`src/rtl/qte_pkg.sv`:
```
// ----------------------------------------------------------------------------
// qte_pkg
// Shared widths, constants and the CORDIC arctangent table.
// ----------------------------------------------------------------------------
`default_nettype none
package qte_pkg;

    localparam int CORDIC_STAGES_DEF = 16;
    localparam int PROD_W = 32;
    localparam int TERM_W = 35;
    localparam int QTR_W  = 31;
    localparam int SQ_W   = 60;
    localparam int SQ_STEPS = 30;
    localparam int CRD_W  = 40;
    localparam int ACC_W  = 32;
    localparam int PRE_STAGES = 5;

    typedef struct packed {
        logic signed [TERM_W-1:0] r21;
        logic signed [TERM_W-1:0] r22;
        logic signed [TERM_W-1:0] r10;
        logic signed [TERM_W-1:0] r00;
        logic signed [QTR_W-1:0]  c;
    } qte_terms_t;

    function automatic logic [ACC_W-1:0] atan_step(input int idx);
        logic [ACC_W-1:0] v;
        case (idx)
            0:  v = 32'd536870912;
            1:  v = 32'd316933406;
            2:  v = 32'd167458907;
            3:  v = 32'd85004756;
            4:  v = 32'd42667331;
            5:  v = 32'd21354465;
            6:  v = 32'd10679838;
            7:  v = 32'd5340245;
            8:  v = 32'd2670163;
            9:  v = 32'd1335087;
            10: v = 32'd667544;
            11: v = 32'd333772;
            12: v = 32'd166886;
            13: v = 32'd83443;
            14: v = 32'd41722;
            15: v = 32'd20861;
            16: v = 32'd10430;
            17: v = 32'd5215;
            18: v = 32'd2608;
            19: v = 32'd1304;
            20: v = 32'd652;
            21: v = 32'd326;
            22: v = 32'd163;
            23: v = 32'd81;
            24: v = 32'd41;
            25: v = 32'd20;
            26: v = 32'd10;
            27: v = 32'd5;
            28: v = 32'd3;
            29: v = 32'd1;
            30: v = 32'd1;
            default: v = 32'd0;
        endcase
        return v;
    endfunction

endpackage
`default_nettype wire

```
`src/rtl/qte_sqrt_cell.sv`:
```
// ----------------------------------------------------------------------------
// qte_sqrt_cell
// One digit step of the pipelined integer square root.
// ----------------------------------------------------------------------------
`default_nettype none
module qte_sqrt_cell #(
    parameter int K = 0
) (
    input  wire logic                         clk,
    input  wire logic                         en,
    input  wire logic [qte_pkg::SQ_W-1:0]     n_in,
    input  wire logic [qte_pkg::SQ_W-1:0]     root_in,
    output logic      [qte_pkg::SQ_W-1:0]     n_reg,
    output logic      [qte_pkg::SQ_W-1:0]     root_reg
);
    localparam logic [qte_pkg::SQ_W-1:0] BIT = qte_pkg::SQ_W'(1) << (2 * K);

    logic [qte_pkg::SQ_W-1:0] trial;
    logic [qte_pkg::SQ_W-1:0] n_next;
    logic [qte_pkg::SQ_W-1:0] root_next;

    always_comb
    begin
        trial = root_in + BIT;
        if (n_in >= trial)
        begin
            n_next    = n_in - trial;
            root_next = (root_in >> 1) + BIT;
        end
        else
        begin
            n_next    = n_in;
            root_next = root_in >> 1;
        end
    end

    always_ff @(posedge clk)
    begin
        if (en)
        begin
            n_reg    <= n_next;
            root_reg <= root_next;
        end
    end
endmodule
`default_nettype wire

```
`config.mk`:
```
export PLATFORM = sky130hd
export DESIGN_NAME = qte_sqrt_cell
export DESIGN_NICKNAME = d
export VERILOG_FILES = /design/src/rtl/qte_pkg.sv /design/src/rtl/qte_sqrt_cell.sv
export SDC_FILE = /design/constraint.sdc
export NUM_CORES = 1
export LEC_CHECK = 0
export BUFFER_PORTS_ARGS = -buffer_cell sky130_fd_sc_hd__buf_2
export CORE_MARGIN = 5
export CORE_UTILIZATION = 60
export DETAILED_ROUTE_END_ITERATION = 6
export PLACE_DENSITY_LB_ADDON = 0.1
export SLEW_MARGIN = 20
export SYNTH_ARGS = -nofsm -noshare
export SYNTH_HDL_FRONTEND = slang
export SYNTH_SLANG_ARGS = --single-unit
```
`constraint.sdc`:
```
create_clock -name clk -period 16.1 [get_ports clk]
set_input_delay 3.22 -clock clk [delete_from_list [all_inputs] [get_ports clk]]
set_output_delay 3.22 -clock clk [all_outputs]
set_load 0.05 [all_outputs]
```
==> impl_results.md <==
* Reg clk slew, reported paths at 0.06 ns
* Critical Path Sink: root_reg[1]$_DFFE_PP_
* Routed WL at 34.5 mm
* Post-Synthesis Cells at 1192
* Setup CP Type: input pin to flip-flop
* Synth cell types at 65
* Power share of the combinational group at 33.1%
* Post-CTS resize count at 0
* Post-Syn Area at 10200 um^2
* Post-route antenna net violation count at 0
* First-pass GRT wire length at 52.9 mm
* Slowest CP cell: buf_4
* CP Max Fanout at 98
* Post-Syn Nets at 1377
* Initial Util at 61.6%
* Avg WL per Cell at 21.0 um
* DRC violations left at 0
* Max clock buf depth at 2
* Initial DRT Pass Iterations at 5
* Worst path top cell family by delay: simple AND/OR/NAND/NOR gates
* Max IR drop VDD at 70.3 uV
* Critical path data arrival time at 9.26 ns
* Crit path largest cell delay at 0.79 ns
* Area Growth Syn to Fin at 19.2%
* Minimum clock period at 9.09 ns
* Hold_buf cts at 0
* H-Tree Depth at 4
* Hold WC Path Type: input pin to flip-flop
* Final worst path period share at 56.5%
* P per Cell Area at 103 nW/um^2
* DP HPWL at 26.6 mm
* FMAX at 110 MHz
* GR Overflow Total at 0
* Initial antenna violation count at 8
* WP buf/inv at 2
* DR vias at 10245
* CP endpoint kind: flip-flop
* Setup TNS at 0 ns
* Final Hold Viols at 0
* Sequential-to-total area share from yosys stat at 35.2%
* Chip width at 141 um
* Rows at 47
* Seq pwr share at 31.7%
* Root buffer cell: clkbuf_16
* CTS Buf Count at 17
* CP startpoint kind: input pin
* Sw Share at 37.6%
* RSZ-0062 raised after global routing: no
* Filler cell count at 1303
* Final setup vio count at 0
* Vias in the first global route at 9805
* Switch Pwr at 471 uW
* Ys Warns at 0
* # port buffers at 241
* Worst EP required at 16.27 ns
* Util after Layout at 73.4%
* Slew margin rel. at 28.2%
* Ys async rst share at 0%
* Status: completed
* Slew @ Worst Pin at 1.08 ns
* Top FF cell, synth: edfxtp_1
* Die Y-Extent at 141 um
* Pre-CTS setup slack at 6.69 ns
* Post-CTS Setup Bufs at 0
* Placer Congestion at 1.05
* Pint at 784 uW
* Layout net count at 1587
* Post-Syn Area per Cell at 8.60 um^2
* Setup WS post-layout at 7.01 ns
* Layout cells sized above 1 at 21.1%
* Iter 0 DRT Violations at 1187
* I/O pin total at 242
* Tot Pwr at 1.25 mW
* CTS tree: done
* CP Depth at 18
* Core area at 16600 um^2
* Clock Sinks at 120
* Pin count of the biggest net entering global routing at 99
* Ordered cell list for the critical path: buf_2 -> ha_1 -> nand3_2 -> or3_1 -> or2_1 -> or4_4 -> or4_1 -> xor2_1 -> ha_1 -> a21oi_1 -> o21ai_0 -> a21oi_1 -> nor2_1 -> a211oi_1 -> a21boi_2 -> o31ai_4 -> buf_4 -> mux2_1
* Fin. max-slew vios at 0
* Die area at 19800 um^2
* Vias per inst at 6.25
* Max-cap violations at 0
* Clk pwr share at 35.2%
* Worst setup path start: root_in[2]
* Synthesized flop and latch total at 120
* P_leak at 4.95 nW
* Total GRT Usage at 33.9%
* Post-synth EDFFs at 120
[synth_stat cells (10+ instances only)]
cell / instances / area [um^2]
xnor2_1: 74 / 648
nand3_1: 45 / 225
ha_1: 62 / 776
a21o_1: 23 / 173
a21oi_1: 72 / 360
o21bai_1: 14 / 105
o21ai_1: 11 / 55.1
nand2_1: 169 / 634
a31oi_1: 10 / 62.6
clkbuf_1: 36 / 135
buf_2: 15 / 75.1
inv_1: 24 / 90.1
nor2_1: 105 / 394
nor3_1: 50 / 250
o21ai_0: 89 / 445
and3_1: 15 / 93.8
edfxtp_1: 120 / 3600
xor2_1: 96 / 841
nor4_1: 15 / 93.8
nand4_1: 32 / 200
[worst min-delay path, cell delays in order]
cell and delay, ns:
buf_2 0.09, nand2_1 0.04, o21ai_0 0.05
[stage by stage]
stage          hold WS, ns  instances  area [um^2]
2_1_floorplan         3.33       1192        10200
3_3_place_gp          3.51       1603        11500
3_5_place_dp          3.52       1603        11500
6_report              3.08       1640        12200
4_1_cts               3.08       1635        12200
5_1_grt               3.10       1640        12200
[layout by cell type (no fill, tap or decap), drive strengths merged, types with 5 or more instances in the layout]
master / n
buf: 247
nand2: 169
edfxtp: 120
nor2: 105
o21ai: 100
xor2: 96
xnor2: 74
a21oi: 73
ha: 62
nor3: 50
nand3: 46
nand4: 33
inv: 31
a21o: 23
nor4: 23
clkbuf: 17
and3: 15
o21bai: 15
a31oi: 10
or3: 8
or4: 8
nand2b: 6
and2: 6
a211oi: 6
diode: 5
a221oi: 5
bufinv: 5
or2: 5
[power groups by stage]
stage / combinational [mW] / sequential [mW] / clock [mW]
global route: 0.444 / 0.401 / 0.461
CTS: 0.411 / 0.398 / 0.444
detailed placement: 0.409 / 0.404 / 0
global placement: 0.404 / 0.404 / 0
finish: 0.415 / 0.398 / 0.442
floorplan: 0.176 / 0.525 / 0
[cells by family after synthesis]
family,share of synthesized area [%]
simple gates,22.8
compound gates,16.1
xor+xnor,14.5
flops,35.2
buf+inv,3.30
fa+ha+maj,7.77
mux,0.330
[cell type report]
cell class	instances	area, um^2	share of cell area [%]
multi-input cells	992	6310	51.7
diodes	5	12.5	0.102
inverters	24	90.1	0.738
clock buffers	17	425	3.48
clock inverters	15	238	1.95
flip-flops and latches	120	3600	29.5
well taps	220	275	2.25
repair buffers	247	1250	10.3
[routing by layer]
layer	wire (um)	GRT usage, %
met3	4030	7.55
met4	1270	14.5
met2	15700	53.6
met1	13500	45.0
met5	32	0
[how the worst min path moves through the flow]
| stage | endpoint | startpoint | depth (start not counted) | slack [ns] |
|---|---|---|---|---|
| floorplan | n_reg[0]$_DFFE_PP_ | en | 0 | 3.33 |
| global placement | n_reg[14]$_DFFE_PP_ | n_in[14] | 3 | 3.51 |
| detailed placement | n_reg[8]$_DFFE_PP_ | n_in[8] | 3 | 3.52 |
| CTS | n_reg[14]$_DFFE_PP_ | n_in[14] | 3 | 3.08 |
| global route | n_reg[52]$_DFFE_PP_ | n_in[52] | 3 | 3.10 |
| finish | n_reg[14]$_DFFE_PP_ | n_in[14] | 3 | 3.08 |
Note: power is estimated with default switching activity, not from simulation.
